==> config.mk <==
export PLATFORM = sky130hd
export DESIGN_NAME = turtle_vector_stepper
export DESIGN_NICKNAME = d
export VERILOG_FILES = /design/src/tvs_pkg.sv /design/src/tvs_turn_div.sv /design/src/tvs_cordic.sv /design/src/turtle_vector_stepper.sv
export SDC_FILE = /design/constraint.sdc
export NUM_CORES = 2
export LEC_CHECK = 0
export BUFFER_PORTS_ARGS = -buffer_cell sky130_fd_sc_hd__clkbuf_2
export CORE_MARGIN = 1.5
export CORE_UTILIZATION = 35
export CTS_BUF_LIST = sky130_fd_sc_hd__clkbuf_8
export DETAILED_ROUTE_END_ITERATION = 7
export PLACE_DENSITY_LB_ADDON = 0.1
export SKIP_CTS_REPAIR_TIMING = 1
export SYNTH_ARGS = -nofsm -noshare
export SYNTH_HDL_FRONTEND = slang
export SYNTH_SLANG_ARGS = --single-unit
==> constraint.sdc <==
create_clock -name aclk -period 9.84 [get_ports aclk]
set_input_delay 0.492 -clock aclk [delete_from_list [all_inputs] [get_ports aclk]]
set_output_delay 0.492 -clock aclk [all_outputs]
set_load 0.02 [all_outputs]
==> src/tvs_pkg.sv <==
`timescale 1ns / 1ps

package tvs_pkg;

    localparam int CORDIC_STEPS_DEF  = 24;
    localparam int POS_FRAC_BITS_DEF = 16;

    localparam int KIND_W   = 3;
    localparam int AMOUNT_W = 24;
    localparam int ORIGIN_W = 15;
    localparam int PIXEL_W  = 16;
    localparam int ANGLE_W  = 32;
    localparam int TRIG_W   = 32;
    localparam int CFG_IDX_W = 1;

    localparam logic [KIND_W-1:0] CMD_RESET    = 3'd0;
    localparam logic [KIND_W-1:0] CMD_TURN     = 3'd1;
    localparam logic [KIND_W-1:0] CMD_MOVE     = 3'd2;
    localparam logic [KIND_W-1:0] CMD_PEN_UP   = 3'd3;
    localparam logic [KIND_W-1:0] CMD_PEN_DOWN = 3'd4;

    localparam logic [CFG_IDX_W-1:0] CFG_ORIGIN_X = 1'd0;
    localparam logic [CFG_IDX_W-1:0] CFG_ORIGIN_Y = 1'd1;

    localparam logic [ORIGIN_W-1:0] ORIGIN_X_RST = 15'd320;
    localparam logic [ORIGIN_W-1:0] ORIGIN_Y_RST = 15'd240;

    // turn: q = (|a| * 2^24 + 180) / 360 = (|a| * 2^21 + 22) / 45
    // x / 45 = (x * TURN_RECIP) >> TURN_RECIP_SH, exact for x below 2^28
    localparam int TURN_SHIFT = 21;
    localparam logic [TURN_SHIFT-1:0] TURN_BIAS = 21'd22;
    localparam int TURN_REM_W = 6;
    localparam logic [TURN_REM_W-1:0] TURN_DIVISOR = 6'd45;
    localparam int TURN_NUM_W = TURN_REM_W + TURN_SHIFT;
    localparam int TURN_RECIP_W = 28;
    localparam logic [TURN_RECIP_W-1:0] TURN_RECIP = 28'd190887436;
    localparam int TURN_RECIP_SH = 33;

    // cordic datapath
    localparam int CX_W = 34;
    localparam int CZ_W = 33;
    localparam logic signed [CX_W-1:0] CORDIC_GAIN = 34'sd652032874;

    typedef struct packed {
        logic [KIND_W-1:0]          kind;
        logic signed [AMOUNT_W-1:0] amount;
    } in_t;

    typedef struct packed {
        logic                      draw;
        logic                      clear;
        logic signed [PIXEL_W-1:0] start_x;
        logic signed [PIXEL_W-1:0] start_y;
        logic signed [PIXEL_W-1:0] end_x;
        logic signed [PIXEL_W-1:0] end_y;
        logic                      saturated;
    } out_t;

    function automatic logic [31:0] atan_lut(input logic [4:0] idx);
        logic [31:0] v;
        unique case (idx)
            5'd0:  v = 32'h20000000;
            5'd1:  v = 32'h12E4051E;
            5'd2:  v = 32'h09FB385B;
            5'd3:  v = 32'h051111D4;
            5'd4:  v = 32'h028B0D43;
            5'd5:  v = 32'h0145D7E1;
            5'd6:  v = 32'h00A2F61E;
            5'd7:  v = 32'h00517C55;
            5'd8:  v = 32'h0028BE53;
            5'd9:  v = 32'h00145F2F;
            5'd10: v = 32'h000A2F98;
            5'd11: v = 32'h000517CC;
            5'd12: v = 32'h00028BE6;
            5'd13: v = 32'h000145F3;
            5'd14: v = 32'h0000A2FA;
            5'd15: v = 32'h0000517D;
            5'd16: v = 32'h000028BE;
            5'd17: v = 32'h0000145F;
            5'd18: v = 32'h00000A30;
            5'd19: v = 32'h00000518;
            5'd20: v = 32'h0000028C;
            5'd21: v = 32'h00000146;
            5'd22: v = 32'h000000A3;
            5'd23: v = 32'h00000051;
            5'd24: v = 32'h00000029;
            5'd25: v = 32'h00000014;
            5'd26: v = 32'h0000000A;
            5'd27: v = 32'h00000005;
            5'd28: v = 32'h00000003;
            5'd29: v = 32'h00000001;
            5'd30: v = 32'h00000001;
            default: v = 32'h00000000;
        endcase
        return v;
    endfunction

endpackage

==> src/tvs_turn_div.sv <==
`timescale 1ns / 1ps

module tvs_turn_div
    import tvs_pkg::*;
(
    input  logic                aclk,
    input  logic                aresetn,
    input  logic                start,
    input  logic [AMOUNT_W-1:0] mag,
    output logic                done,
    output logic [ANGLE_W-1:0]  quot
);

    localparam int PROD_W = TURN_NUM_W + TURN_RECIP_W;
    localparam int PQ_W   = PROD_W - TURN_RECIP_SH;
    localparam int QM_W   = AMOUNT_W - 5;
    localparam int HI_W   = ANGLE_W - TURN_SHIFT;

    typedef enum logic [1:0] {
        PH_IDLE, PH_DIV_HI, PH_REM, PH_DIV_LO
    } phase_t;

    phase_t                phase_reg, phase_next;
    logic                  done_reg, done_next;
    logic [TURN_NUM_W-1:0] num_reg, num_next;
    logic [QM_W-1:0]       qm_reg, qm_next;
    logic [ANGLE_W-1:0]    quot_reg, quot_next;
    logic [PROD_W-1:0]     prod;
    logic [PQ_W-1:0]       pq;
    logic [TURN_NUM_W-1:0] back;
    logic [TURN_NUM_W-1:0] remv;

    // reciprocal multiply by 1/45: high quotient bits from |a| / 45,
    // low bits from (remainder * 2^21 + 22) / 45
    always_comb begin
        prod       = PROD_W'(num_reg) * PROD_W'(TURN_RECIP);
        pq         = prod[PROD_W-1:TURN_RECIP_SH];
        back       = TURN_NUM_W'(qm_reg) * TURN_NUM_W'(TURN_DIVISOR);
        remv       = num_reg - back;
        phase_next = phase_reg;
        done_next  = 1'b0;
        num_next   = num_reg;
        qm_next    = qm_reg;
        quot_next  = quot_reg;
        unique case (phase_reg)
            PH_IDLE: begin
                if (start) begin
                    num_next   = TURN_NUM_W'(mag);
                    phase_next = PH_DIV_HI;
                end
            end
            PH_DIV_HI: begin
                qm_next    = pq[QM_W-1:0];
                phase_next = PH_REM;
            end
            PH_REM: begin
                num_next   = {remv[TURN_REM_W-1:0], TURN_BIAS};
                phase_next = PH_DIV_LO;
            end
            PH_DIV_LO: begin
                quot_next  = {qm_reg[HI_W-1:0], pq[TURN_SHIFT-1:0]};
                done_next  = 1'b1;
                phase_next = PH_IDLE;
            end
            default: phase_next = PH_IDLE;
        endcase
    end

    always_ff @(posedge aclk) begin
        if (!aresetn) begin
            phase_reg <= PH_IDLE;
            done_reg  <= 1'b0;
        end else begin
            phase_reg <= phase_next;
            done_reg  <= done_next;
        end
        num_reg  <= num_next;
        qm_reg   <= qm_next;
        quot_reg <= quot_next;
    end

    assign done = done_reg;
    assign quot = quot_reg;

endmodule

==> src/tvs_cordic.sv <==
`timescale 1ns / 1ps

module tvs_cordic
    import tvs_pkg::*;
#(
    parameter int CORDIC_STEPS = CORDIC_STEPS_DEF
) (
    input  logic                     aclk,
    input  logic                     aresetn,
    input  logic                     start,
    input  logic [ANGLE_W-1:0]       angle,
    output logic                     done,
    output logic signed [TRIG_W-1:0] cos_out,
    output logic signed [TRIG_W-1:0] sin_out
);

    localparam int CNT_W = $clog2(CORDIC_STEPS);
    localparam logic [CNT_W-1:0] LAST = CNT_W'(CORDIC_STEPS - 1);

    logic                   busy_reg, busy_next;
    logic                   done_reg, done_next;
    logic [CNT_W-1:0]       i_reg, i_next;
    logic [1:0]             quad_reg, quad_next;
    logic signed [CX_W-1:0] x_reg, x_next;
    logic signed [CX_W-1:0] y_reg, y_next;
    logic signed [CZ_W-1:0] z_reg, z_next;
    logic signed [CX_W-1:0] xs, ys;
    logic signed [CZ_W-1:0] at;
    logic                   dir;

    always_comb begin
        xs        = x_reg >>> i_reg;
        ys        = y_reg >>> i_reg;
        at        = $signed({1'b0, atan_lut(5'(i_reg))});
        dir       = ~z_reg[CZ_W-1];
        busy_next = busy_reg;
        done_next = 1'b0;
        i_next    = i_reg;
        quad_next = quad_reg;
        x_next    = x_reg;
        y_next    = y_reg;
        z_next    = z_reg;
        if (start) begin
            busy_next = 1'b1;
            i_next    = '0;
            quad_next = angle[ANGLE_W-1 -: 2];
            x_next    = CORDIC_GAIN;
            y_next    = '0;
            z_next    = $signed({3'b000, angle[ANGLE_W-3:0]});
        end else if (busy_reg) begin
            x_next = dir ? x_reg - ys : x_reg + ys;
            y_next = dir ? y_reg + xs : y_reg - xs;
            z_next = dir ? z_reg - at : z_reg + at;
            i_next = i_reg + 1'b1;
            if (i_reg == LAST) begin
                busy_next = 1'b0;
                done_next = 1'b1;
            end
        end
    end

    always_ff @(posedge aclk) begin
        if (!aresetn) begin
            busy_reg <= 1'b0;
            done_reg <= 1'b0;
        end else begin
            busy_reg <= busy_next;
            done_reg <= done_next;
        end
        i_reg    <= i_next;
        quad_reg <= quad_next;
        x_reg    <= x_next;
        y_reg    <= y_next;
        z_reg    <= z_next;
    end

    // quadrant fold back
    always_comb begin
        unique case (quad_reg)
            2'd0: begin
                cos_out = TRIG_W'(x_reg);
                sin_out = TRIG_W'(y_reg);
            end
            2'd1: begin
                cos_out = TRIG_W'(-y_reg);
                sin_out = TRIG_W'(x_reg);
            end
            2'd2: begin
                cos_out = TRIG_W'(-x_reg);
                sin_out = TRIG_W'(-y_reg);
            end
            default: begin
                cos_out = TRIG_W'(y_reg);
                sin_out = TRIG_W'(-x_reg);
            end
        endcase
    end

    assign done = done_reg;

endmodule

==> src/turtle_vector_stepper.sv <==
`timescale 1ns / 1ps
// channel   | ports                          | payload
// ----------+--------------------------------+-----------------------------
// command   | s_valid, s_ready, s_data       | in_t: kind, amount
// segment   | m_valid, m_ready, m_data       | out_t: draw .. saturated
// config    | cfg_wr_en, cfg_index, cfg_data | origin_x, origin_y
//
// one command at a time; s_ready is high only while the sequencer is idle
// steps from one accepted command to the next:
// move: iterative cordic, then one shared multiplier and adder for x and y;
// turn: reciprocal multiply by 1/45 in three steps; reset, pen and unused
// commands go straight to the result stage (ST_FIN)
// a finished segment sits in the output register; the next command is taken
// while it waits, and the sequencer holds only when a second result is ready
// aresetn is synchronous: origin 320/240, turtle at origin, heading 0, pen down

module turtle_vector_stepper
    import tvs_pkg::*;
#(
    parameter int CORDIC_STEPS  = CORDIC_STEPS_DEF,
    parameter int POS_FRAC_BITS = POS_FRAC_BITS_DEF
) (
    input  logic                 aclk,
    input  logic                 aresetn,
    input  logic                 cfg_wr_en,
    input  logic [CFG_IDX_W-1:0] cfg_index,
    input  logic [ORIGIN_W-1:0]  cfg_data,
    input  logic                 s_valid,
    output logic                 s_ready,
    input  in_t                  s_data,
    output logic                 m_valid,
    input  logic                 m_ready,
    output out_t                 m_data
);

    localparam int POS_W   = PIXEL_W + POS_FRAC_BITS;
    localparam int SUM_W   = POS_W + 2;
    localparam int PROD_W  = AMOUNT_W + TRIG_W;
    localparam int SH      = 38 - POS_FRAC_BITS;
    localparam logic signed [PROD_W:0] HALF_MUL = (PROD_W + 1)'(1) << (SH - 1);
    localparam logic signed [POS_W:0]  HALF_PX  = (POS_W + 1)'(1) << (POS_FRAC_BITS - 1);
    localparam logic signed [SUM_W-1:0] POS_MIN =
        SUM_W'(-(longint'(32768) <<< POS_FRAC_BITS));
    localparam logic signed [SUM_W-1:0] POS_MAX =
        SUM_W'(longint'(32767) <<< POS_FRAC_BITS);
    localparam logic signed [PIXEL_W:0] PX_MAX = 17'sd32767;
    localparam logic signed [PIXEL_W:0] PX_MIN = -17'sd32768;

    typedef enum logic [2:0] {
        ST_IDLE, ST_TURN, ST_ROT, ST_MUL_X, ST_ADD_X, ST_ADD_Y, ST_FIN
    } state_t;

    state_t                      state_reg, state_next;
    logic [ORIGIN_W-1:0]         origin_x_reg, origin_x_next;
    logic [ORIGIN_W-1:0]         origin_y_reg, origin_y_next;
    logic signed [POS_W-1:0]     pos_x_reg, pos_x_next;
    logic signed [POS_W-1:0]     pos_y_reg, pos_y_next;
    logic [ANGLE_W-1:0]          heading_reg, heading_next;
    logic                        pen_reg, pen_next;
    logic [KIND_W-1:0]           kind_reg, kind_next;
    logic signed [AMOUNT_W-1:0]  amount_reg, amount_next;
    logic signed [PIXEL_W-1:0]   start_x_reg, start_x_next;
    logic signed [PIXEL_W-1:0]   start_y_reg, start_y_next;
    logic                        sat_reg, sat_next;
    logic signed [PROD_W-1:0]    prod_reg, prod_next;
    logic                        m_valid_reg, m_valid_next;
    out_t                        out_reg, out_next;

    logic                        accept;
    logic                        div_start, div_done;
    logic [ANGLE_W-1:0]          div_quot;
    logic [AMOUNT_W-1:0]         amount_mag;
    logic                        rot_start, rot_done;
    logic signed [TRIG_W-1:0]    rot_cos, rot_sin;
    logic signed [TRIG_W-1:0]    mul_b;
    logic signed [PROD_W:0]      rnd_sum;
    logic signed [PROD_W:0]      rnd_shift;
    logic signed [SUM_W-1:0]     delta;
    logic signed [POS_W-1:0]     add_a;
    logic signed [SUM_W-1:0]     pos_sum;
    logic                        pos_lo, pos_hi;
    logic signed [POS_W-1:0]     pos_clamped;
    logic signed [PIXEL_W-1:0]   px_x, px_y;

    function automatic logic signed [PIXEL_W-1:0] round_px(input logic signed [POS_W-1:0] p);
        logic signed [POS_W:0]   t;
        logic signed [POS_W:0]   ts;
        logic signed [PIXEL_W:0] r;
        logic signed [PIXEL_W-1:0] v;
        t  = $signed({p[POS_W-1], p}) + HALF_PX;
        ts = t >>> POS_FRAC_BITS;
        r  = ts[PIXEL_W:0];
        if (r > PX_MAX) begin
            v = PX_MAX[PIXEL_W-1:0];
        end else if (r < PX_MIN) begin
            v = PX_MIN[PIXEL_W-1:0];
        end else begin
            v = r[PIXEL_W-1:0];
        end
        return v;
    endfunction

    assign s_ready    = (state_reg == ST_IDLE);
    assign accept     = s_valid && s_ready;
    assign div_start  = accept && (s_data.kind == CMD_TURN);
    assign rot_start  = accept && (s_data.kind == CMD_MOVE);
    assign amount_mag = s_data.amount[AMOUNT_W-1] ? AMOUNT_W'(-s_data.amount)
                                                  : AMOUNT_W'(s_data.amount);

    tvs_turn_div u_div (
        .aclk    (aclk),
        .aresetn (aresetn),
        .start   (div_start),
        .mag     (amount_mag),
        .done    (div_done),
        .quot    (div_quot)
    );

    tvs_cordic #(
        .CORDIC_STEPS (CORDIC_STEPS)
    ) u_cordic (
        .aclk    (aclk),
        .aresetn (aresetn),
        .start   (rot_start),
        .angle   (heading_reg),
        .done    (rot_done),
        .cos_out (rot_cos),
        .sin_out (rot_sin)
    );

    // shared multiplier, rounding and saturating position adder
    always_comb begin
        mul_b       = (state_reg == ST_MUL_X) ? rot_cos : rot_sin;
        prod_next   = PROD_W'(amount_reg) * PROD_W'(mul_b);
        rnd_sum     = $signed({prod_reg[PROD_W-1], prod_reg}) + HALF_MUL;
        rnd_shift   = rnd_sum >>> SH;
        delta       = rnd_shift[SUM_W-1:0];
        add_a       = (state_reg == ST_ADD_X) ? pos_x_reg : pos_y_reg;
        pos_sum     = $signed({{2{add_a[POS_W-1]}}, add_a}) + delta;
        pos_lo      = pos_sum < POS_MIN;
        pos_hi      = pos_sum > POS_MAX;
        pos_clamped = pos_lo ? POS_MIN[POS_W-1:0] :
                      pos_hi ? POS_MAX[POS_W-1:0] : pos_sum[POS_W-1:0];
        px_x        = round_px(pos_x_reg);
        px_y        = round_px(pos_y_reg);
    end

    always_comb begin
        state_next    = state_reg;
        origin_x_next = origin_x_reg;
        origin_y_next = origin_y_reg;
        pos_x_next    = pos_x_reg;
        pos_y_next    = pos_y_reg;
        heading_next  = heading_reg;
        pen_next      = pen_reg;
        kind_next     = kind_reg;
        amount_next   = amount_reg;
        start_x_next  = start_x_reg;
        start_y_next  = start_y_reg;
        sat_next      = sat_reg;
        m_valid_next  = m_valid_reg && !m_ready;
        out_next      = out_reg;

        if (cfg_wr_en) begin
            unique case (cfg_index)
                CFG_ORIGIN_X: origin_x_next = cfg_data;
                CFG_ORIGIN_Y: origin_y_next = cfg_data;
                default: ;
            endcase
        end

        unique case (state_reg)
            ST_IDLE: begin
                if (s_valid) begin
                    kind_next    = s_data.kind;
                    amount_next  = s_data.amount;
                    start_x_next = px_x;
                    start_y_next = px_y;
                    sat_next     = 1'b0;
                    case (s_data.kind)
                        CMD_RESET: begin
                            pos_x_next   = $signed({1'b0, origin_x_reg,
                                                    {POS_FRAC_BITS{1'b0}}});
                            pos_y_next   = $signed({1'b0, origin_y_reg,
                                                    {POS_FRAC_BITS{1'b0}}});
                            heading_next = '0;
                            pen_next     = 1'b1;
                            state_next   = ST_FIN;
                        end
                        CMD_TURN:     state_next = ST_TURN;
                        CMD_MOVE:     state_next = ST_ROT;
                        CMD_PEN_UP: begin
                            pen_next   = 1'b0;
                            state_next = ST_FIN;
                        end
                        CMD_PEN_DOWN: begin
                            pen_next   = 1'b1;
                            state_next = ST_FIN;
                        end
                        default:      state_next = ST_FIN;
                    endcase
                end
            end
            ST_TURN: begin
                if (div_done) begin
                    heading_next = amount_reg[AMOUNT_W-1] ? heading_reg - div_quot
                                                          : heading_reg + div_quot;
                    state_next   = ST_FIN;
                end
            end
            ST_ROT: begin
                if (rot_done) begin
                    state_next = ST_MUL_X;
                end
            end
            ST_MUL_X: begin
                state_next = ST_ADD_X;
            end
            ST_ADD_X: begin
                pos_x_next = pos_clamped;
                sat_next   = sat_reg | pos_lo | pos_hi;
                state_next = ST_ADD_Y;
            end
            ST_ADD_Y: begin
                pos_y_next = pos_clamped;
                sat_next   = sat_reg | pos_lo | pos_hi;
                state_next = ST_FIN;
            end
            ST_FIN: begin
                if (!m_valid_reg || m_ready) begin
                    out_next.draw      = (kind_reg == CMD_MOVE) && pen_reg;
                    out_next.clear     = (kind_reg == CMD_RESET);
                    out_next.start_x   = (kind_reg == CMD_MOVE) ? start_x_reg : px_x;
                    out_next.start_y   = (kind_reg == CMD_MOVE) ? start_y_reg : px_y;
                    out_next.end_x     = px_x;
                    out_next.end_y     = px_y;
                    out_next.saturated = sat_reg;
                    m_valid_next       = 1'b1;
                    state_next         = ST_IDLE;
                end
            end
            default: state_next = ST_IDLE;
        endcase
    end

    always_ff @(posedge aclk) begin
        if (!aresetn) begin
            state_reg    <= ST_IDLE;
            origin_x_reg <= ORIGIN_X_RST;
            origin_y_reg <= ORIGIN_Y_RST;
            pos_x_reg    <= $signed({1'b0, ORIGIN_X_RST, {POS_FRAC_BITS{1'b0}}});
            pos_y_reg    <= $signed({1'b0, ORIGIN_Y_RST, {POS_FRAC_BITS{1'b0}}});
            heading_reg  <= '0;
            pen_reg      <= 1'b1;
            m_valid_reg  <= 1'b0;
        end else begin
            state_reg    <= state_next;
            origin_x_reg <= origin_x_next;
            origin_y_reg <= origin_y_next;
            pos_x_reg    <= pos_x_next;
            pos_y_reg    <= pos_y_next;
            heading_reg  <= heading_next;
            pen_reg      <= pen_next;
            m_valid_reg  <= m_valid_next;
        end
        kind_reg    <= kind_next;
        amount_reg  <= amount_next;
        start_x_reg <= start_x_next;
        start_y_reg <= start_y_next;
        sat_reg     <= sat_next;
        prod_reg    <= prod_next;
        out_reg     <= out_next;
    end

    assign m_valid = m_valid_reg;
    assign m_data  = out_reg;

endmodule
### Yosys cells after proc, flatten, opt, wreduce, memory -nomap -nowiden

Memories as Yosys holds them, arrays and structs flattened. A register that Yosys moved wholly into a read port is not among the register bits.
Index checks and enable logic that the tools add are counted.
Widths: inputs -> output; s select.

| storage, ports and cells | value |
|---|---|
| register bits | 505 |
| memory bits (read-only) | 960 |
| input bits | 48 |
| output and inout bits | 69 |
| logic and storage cells | 176 |
| memories kept | 1 |

Memories:

| name | words | width | read ports | clocked after Yosys merged registers in | write ports | line | text |
|---|---|---|---|---|---|---|---|
| (name not given) | 32 | 30 | 1 | 1 | 0 | tvs_pkg.sv:61 | `unique case (idx)` |

| cells by class | value |
|---|---|
| add/sub/neg operators | 17 |
| multiply operators | 3 |
| magnitude comparators | 6 |
| eq/ne operators | 23 |
| shift-type cells | 2 |
| muxes and demuxes | 51 |
| bitwise operators | 5 |
| reduce and logical (&&, ||, !) cells | 34 |

Operators by type and width:

| kind | count |
|---|---|
| $mux 32 | 12 |
| $pmux 32 s2 | 3 |
| $pmux 32 s3 | 2 |
| $mux 16 | 6 |
| $add 34x34->34 | 2 |
| $mux 34 | 2 |
| $sshr 34x5->34 | 2 |
| $sub 34x34->34 | 2 |
| $add 32x17->33 const B | 2 |
| $neg 32->32 | 2 |
| $mux 30 | 2 |
| $add 56x23->56 const B | 1 |
| $mul 24x32->56 | 1 |
| $pmux 27 s2 | 1 |
| $mul 27x26->52 const B | 1 |
| $add 32x34->34 | 1 |
| $gt 17x16->1 const B | 2 |
| $gt 34x32->1 const B | 1 |
| $lt 17x16->1 const B | 2 |
| $lt 34x32->1 const B | 1 |
| $add 33x33->33 | 1 |
| $mux 33 | 1 |
| $sub 33x33->33 | 1 |
| $add 32x32->32 | 1 |
| 36 further kinds | 89 |

### Logic depth before layout (Yosys ltp)

| depth | value |
|---|---|
| depth after elaboration | 7 |
| depth in mapped cells | 39 |
| depth with buffers taken out | 38 |

### Modules after synthesis

From an unflattened synthesis, not the netlist that was laid out.

| second synthesis, totals | value |
|---|---|
| cell total of the unflattened synthesis | 8,434 |
| area, all modules | 76,105.5 µm² |

By module, submodules not included:

| module | times used | cells an instance | area each (µm²) |
|---|---|---|---|
| turtle_vector_stepper | 1 | 4,777 | 43,327.8 |
| tvs_cordic | 1 | 2,436 | 19,576.3 |
| tvs_turn_div | 1 | 1,221 | 13,201.4 |

### Least setup slack after synthesis

Ideal clock, no wire load.

| timing | value |
|---|---|
| kind | register to register |
| start | register u_cordic.x_reg[14] |
| end | register prod_reg[55] |
| setup time | 72 ps |
| arrival | 9,464 ps |
| required time | 9,768 ps |
| setup slack | 304 ps |
| stages on the path, launching flop included | 37 |
| path buffers | 3 |
| clock period less this slack | 9,536 ps |
| path through | dfxtp_1 -> clkbuf_1 -> or4_1 -> nor4_1 -> nand4_1 -> or4_1 -> nand2_1 -> xnor2_1 -> nor2_1 -> a31oi_1 -> o221a_2 -> clkbuf_1 -> buf_2 -> nand2_1 -> fa_1 -> inv_1 -> fa_1 -> inv_1 -> fa_1 -> inv_1 -> fa_1 -> fa_1 -> fa_1 -> inv_1 -> fa_1 -> inv_1 -> ha_1 -> a21oi_1 -> o21ai_0 -> a21oi_1 -> o21ai_0 -> a21oi_1 -> o21bai_1 -> a311oi_1 -> o21bai_1 -> a21oi_1 -> xnor2_1 |

| on the way | value |
|---|---|
| cells in the longest elaborated chain, start to end | 4 |
| elaborated cells between the ends (all ways) | 5 |
| those cells by class | add/sub (1); mul (1); mux (3) |

RTL lines:

| what | line | text |
|---|---|---|
| start: declaration | tvs_cordic.sv:24 | `logic signed [CX_W-1:0] x_reg, x_next;` |
| start signal: assignment | tvs_cordic.sv:72 | `x_reg <= x_next;` |
| $neg 32->32 | tvs_cordic.sv:89, tvs_cordic.sv:94 |  |
| $pmux 32 s3 | tvs_cordic.sv:79 | `unique case (quad_reg)` |
| $mux 32 * | turtle_vector_stepper.sv:133 | `mul_b = (state_reg == ST_MUL_X) ? rot_cos : rot_sin;` |
| $mul 24x32->56 * | turtle_vector_stepper.sv:134 | `prod_next = PROD_W'(amount_reg) * PROD_W'(mul_b);` |
| net prod_next[55] | turtle_vector_stepper.sv:65 | `logic signed [PROD_W-1:0] prod_reg, prod_next;` |
| end signal: assignment | turtle_vector_stepper.sv:271 | `prod_reg <= prod_next;` |
| end: declaration | turtle_vector_stepper.sv:65 |  |

Mark *: on every way through the listed nets, which the timed path passes. The rest lies on a longest branch.
A chain may end at the register's enable or synchronous reset.

### Final worst setup path

| timing | value |
|---|---|
| start | register u_cordic.y_reg[0] |
| end | register prod_reg[49] |

| on the way | value |
|---|---|
| cells in the longest elaborated chain, start to end | 4 |
| elaborated cells between the ends (all ways) | 5 |
| those cells by class | add/sub (1); mul (1); mux (3) |

RTL lines:

| what | line | text |
|---|---|---|
| start: declaration | tvs_cordic.sv:25 | `logic signed [CX_W-1:0] y_reg, y_next;` |
| start signal: assignment | tvs_cordic.sv:73 | `y_reg <= y_next;` |
| $neg 32->32 | tvs_cordic.sv:85, tvs_cordic.sv:90 |  |
| $pmux 32 s3 | tvs_cordic.sv:79 |  |
| $mux 32 * | turtle_vector_stepper.sv:133 |  |
| $mul 24x32->56 * | turtle_vector_stepper.sv:134 |  |
| net prod_next[49] | turtle_vector_stepper.sv:65 |  |

Marked as above.

==> impl_results.md <==
* Chip height at 467.1 µm
* Global-route met2 utilization at 36.82%
* Outcome: finished clean
* Max clock buf depth at 3
* Slew Viols, Final at 0
* Vias in the first global route at 62580
* CTS Root Cell: clkbuf_8
* Slowest cell on crit path: fa_1
* H-Tree Depth at 3
* Netlist Area Pre-Place at 75370 µm²
* Crit path largest cell delay at 0.55 ns
* Async SR Flop Fraction at 0%
* Max-cap violations at 0
* Drt pass-1 iters at 6
* Critical Path End Type: flip-flop
* # fillers at 21920
* Gr busiest metal: met2
* Largest net degree at the start of global routing at 71
* Placer congestion estimate at 0.9430
* Post-synthesis sequential area ratio at 16.48%
* Most common cell after layout, fill and taps aside: inv_1
* Footprint of the multi-input gates at 56250 µm²
* Final setup violation count at 0
* Fin crit share at 96.03%
* Tot GR Track Use at 23.40%
* Gr ovfl total at 0
* Library cells used by synthesis at 103
* Final setup TNS at 0 ns
* Vias per cell at 5.206
* Clock Skews at 0.08029 ns
* Commonest cells after routing, fill and taps aside: inv_1, nand2_1, fa_1, ha_1, nor2_1
* Met3 global-route usage at 2.888%
* Initial antenna violation count at 8
* Max reg flops at 67
* DRC violations left at 0
* Mean Syn Cell Area at 8.839 µm²
* Worst Tran Pin Value at 1.458 ns
* Post-DP HPWL at 203.6 mm
* Post-layout util at 39.06%
* TritonCTS clock tree: built
* Slew Limit Headroom at 2.806%
* Critical path type: flip-flop to flip-flop
* Final Hold Vio Count at 0
* WP data arrival at 10.14 ns
* Final nets at 10420
* Mapped Nets at 10200
* I/O Pins at 117
* Met1 Use GR at 34.15%
* Crit path setup slack, layout at 0.3906 ns
* Reg area at 12440 µm²
* Clock sink count at 506
* Number of antenna-violating nets in the routed design at 0
* Core box area at 214400 µm²
* Inserted Clock Buffers at 99
* DP Worst Slack at 0.1569 ns
* Synth-to-Final Area Change at 11.10%
* Main synth FF type: dfxtp_1
* Number of synthesized flops with an enable pin at 229
* Ys Warns at 0
* Critical R2R Launch: u_cordic.y_reg[0]$_SDFFE_PP0P_
* Vias post-DR at 60770
* Layout cells sized above 1 at 10.24%
* Drt total wl at 256.2 mm
* Post-layout min period at 9.449 ns
* First-pass GRT wire length at 391.3 mm
* Drt wl/cell at 21.95 µm
* Worst Hold Class: input pin to flip-flop
* Starting Density at 35.16%
* Row Count at 170
* CP max FO at 16
* Reg clk slew, reported paths at 0.06 ns
* Flops & latches, synth at 506
* F_max at 0.1058 GHz
* Post-Synthesis Cells at 8528
* Number of port buffers at 116
* Clk_lat worst skew at 0.83 ns
* Die area at 218200 µm²
* Iteration-0 DRC Markers at 4372
* Die X at 467.1 µm
* Hold Path Origin: s_data[19]
* Crit. Startpoint: u_cordic.y_reg[0]$_SDFFE_PP0P_
* CP required at 10.53 ns
* CP Launch Type: flip-flop
-- path summary, 6_finish.rpt --
kind / slack, ns / to / cells past startpoint
setup / recovery: 0.39 / prod_reg[49]$_DFF_P_ / 40
hold reg to reg: 0.42 / u_div.quot[27]$_DFFE_PP_ / 0
setup reg to reg: 0.39 / prod_reg[49]$_DFF_P_ / 40
hold / removal: 0.07 / amount_reg[19]$_DFFE_PP_ / 1
-- metrics by stage --
| step | hold slack, ns | cell area (µm²) | instances |
|---|---|---|---|
| 2_1_floorplan | 0.4003 | 75370 | 8528 |
| 3_3_place_gp | 0.4018 | 80970 | 11430 |
| 3_5_place_dp | 0.4066 | 80970 | 11430 |
| 4_1_cts | -0.1836 | 83040 | 11610 |
| 5_1_grt | 0.008840 | 83740 | 11670 |
| 6_report | 0.06674 | 83740 | 11670 |
-- critical path, delay by kind of cell (launching register included) --
family          cells  cell delay, ns
flops               1            0.31
simple gates        9            2.04
xor+xnor            1            0.14
fa+ha+maj           9            3.88
buf+inv            12            1.21
compound gates      9            1.73
-- layout make-up --
| cell class | instances | area share [%] |
|---|---|---|
| Antenna cell | 5 | 0.01494 |
| Clock buffer | 111 | 1.824 |
| Clock inverter | 68 | 0.6484 |
| Inverter | 1411 | 6.330 |
| Multi-Input combinational cell | 6189 | 67.17 |
| Sequential cell | 506 | 14.85 |
| Tap cell | 2838 | 4.240 |
| Timing Repair Buffer | 544 | 4.914 |
-- synthesized netlist by cell type (all sizes together), types with 42 or more instances --
| cell type | count | area share, % |
|---|---|---|
| nor2b | 42 | 0.35 |
| mux2i | 90 | 1.2 |
| o31ai | 64 | 0.64 |
| a21oi | 423 | 2.8 |
| a21o | 128 | 1.3 |
| edfxtp | 229 | 9.1 |
| inv | 1406 | 7.0 |
| o21ai | 271 | 1.8 |
| and2 | 298 | 2.5 |
| xnor2 | 264 | 3.1 |
| nor2 | 504 | 2.5 |
| nand2b | 57 | 0.47 |
| buf | 66 | 0.55 |
| mux4 | 91 | 2.7 |
| a211oi | 53 | 0.54 |
| and3 | 59 | 0.49 |
| a31oi | 57 | 0.47 |
| fa | 1010 | 27 |
| ha | 611 | 10 |
| o211ai | 44 | 0.45 |
| dfxtp | 277 | 7.4 |
| nand3 | 132 | 0.88 |
| nor3 | 95 | 0.64 |
| nand2 | 1098 | 5.5 |
| a22oi | 44 | 0.44 |
| clkbuf | 356 | 1.8 |
| mux2 | 42 | 0.63 |
| xor2 | 183 | 2.1 |
-- metal layers --
layer | wire length, µm | vias up
li1 | - | 28370
met1 | 124300 | 30510
met2 | 113400 | 1601
met3 | 12840 | 292
met4 | 5628 | 2
met5 | 17 | -
-- cells by family after synthesis --
kind of cell | count (synthesis) | synth area share, %
buffers and inverters | 1833 | 9.346
muxes | 223 | 4.588
DFF | 506 | 16.48
adders and majority gates | 1621 | 36.97
AOI/OAI and AO/OA | 1416 | 12.27
xor gates and xnor gates | 447 | 5.194
and+or+nand+nor | 2482 | 15.16
Power is left out: the tool's default activity adds up to more than one toggle a clock period on the data nets, which glitch-free logic cannot reach.
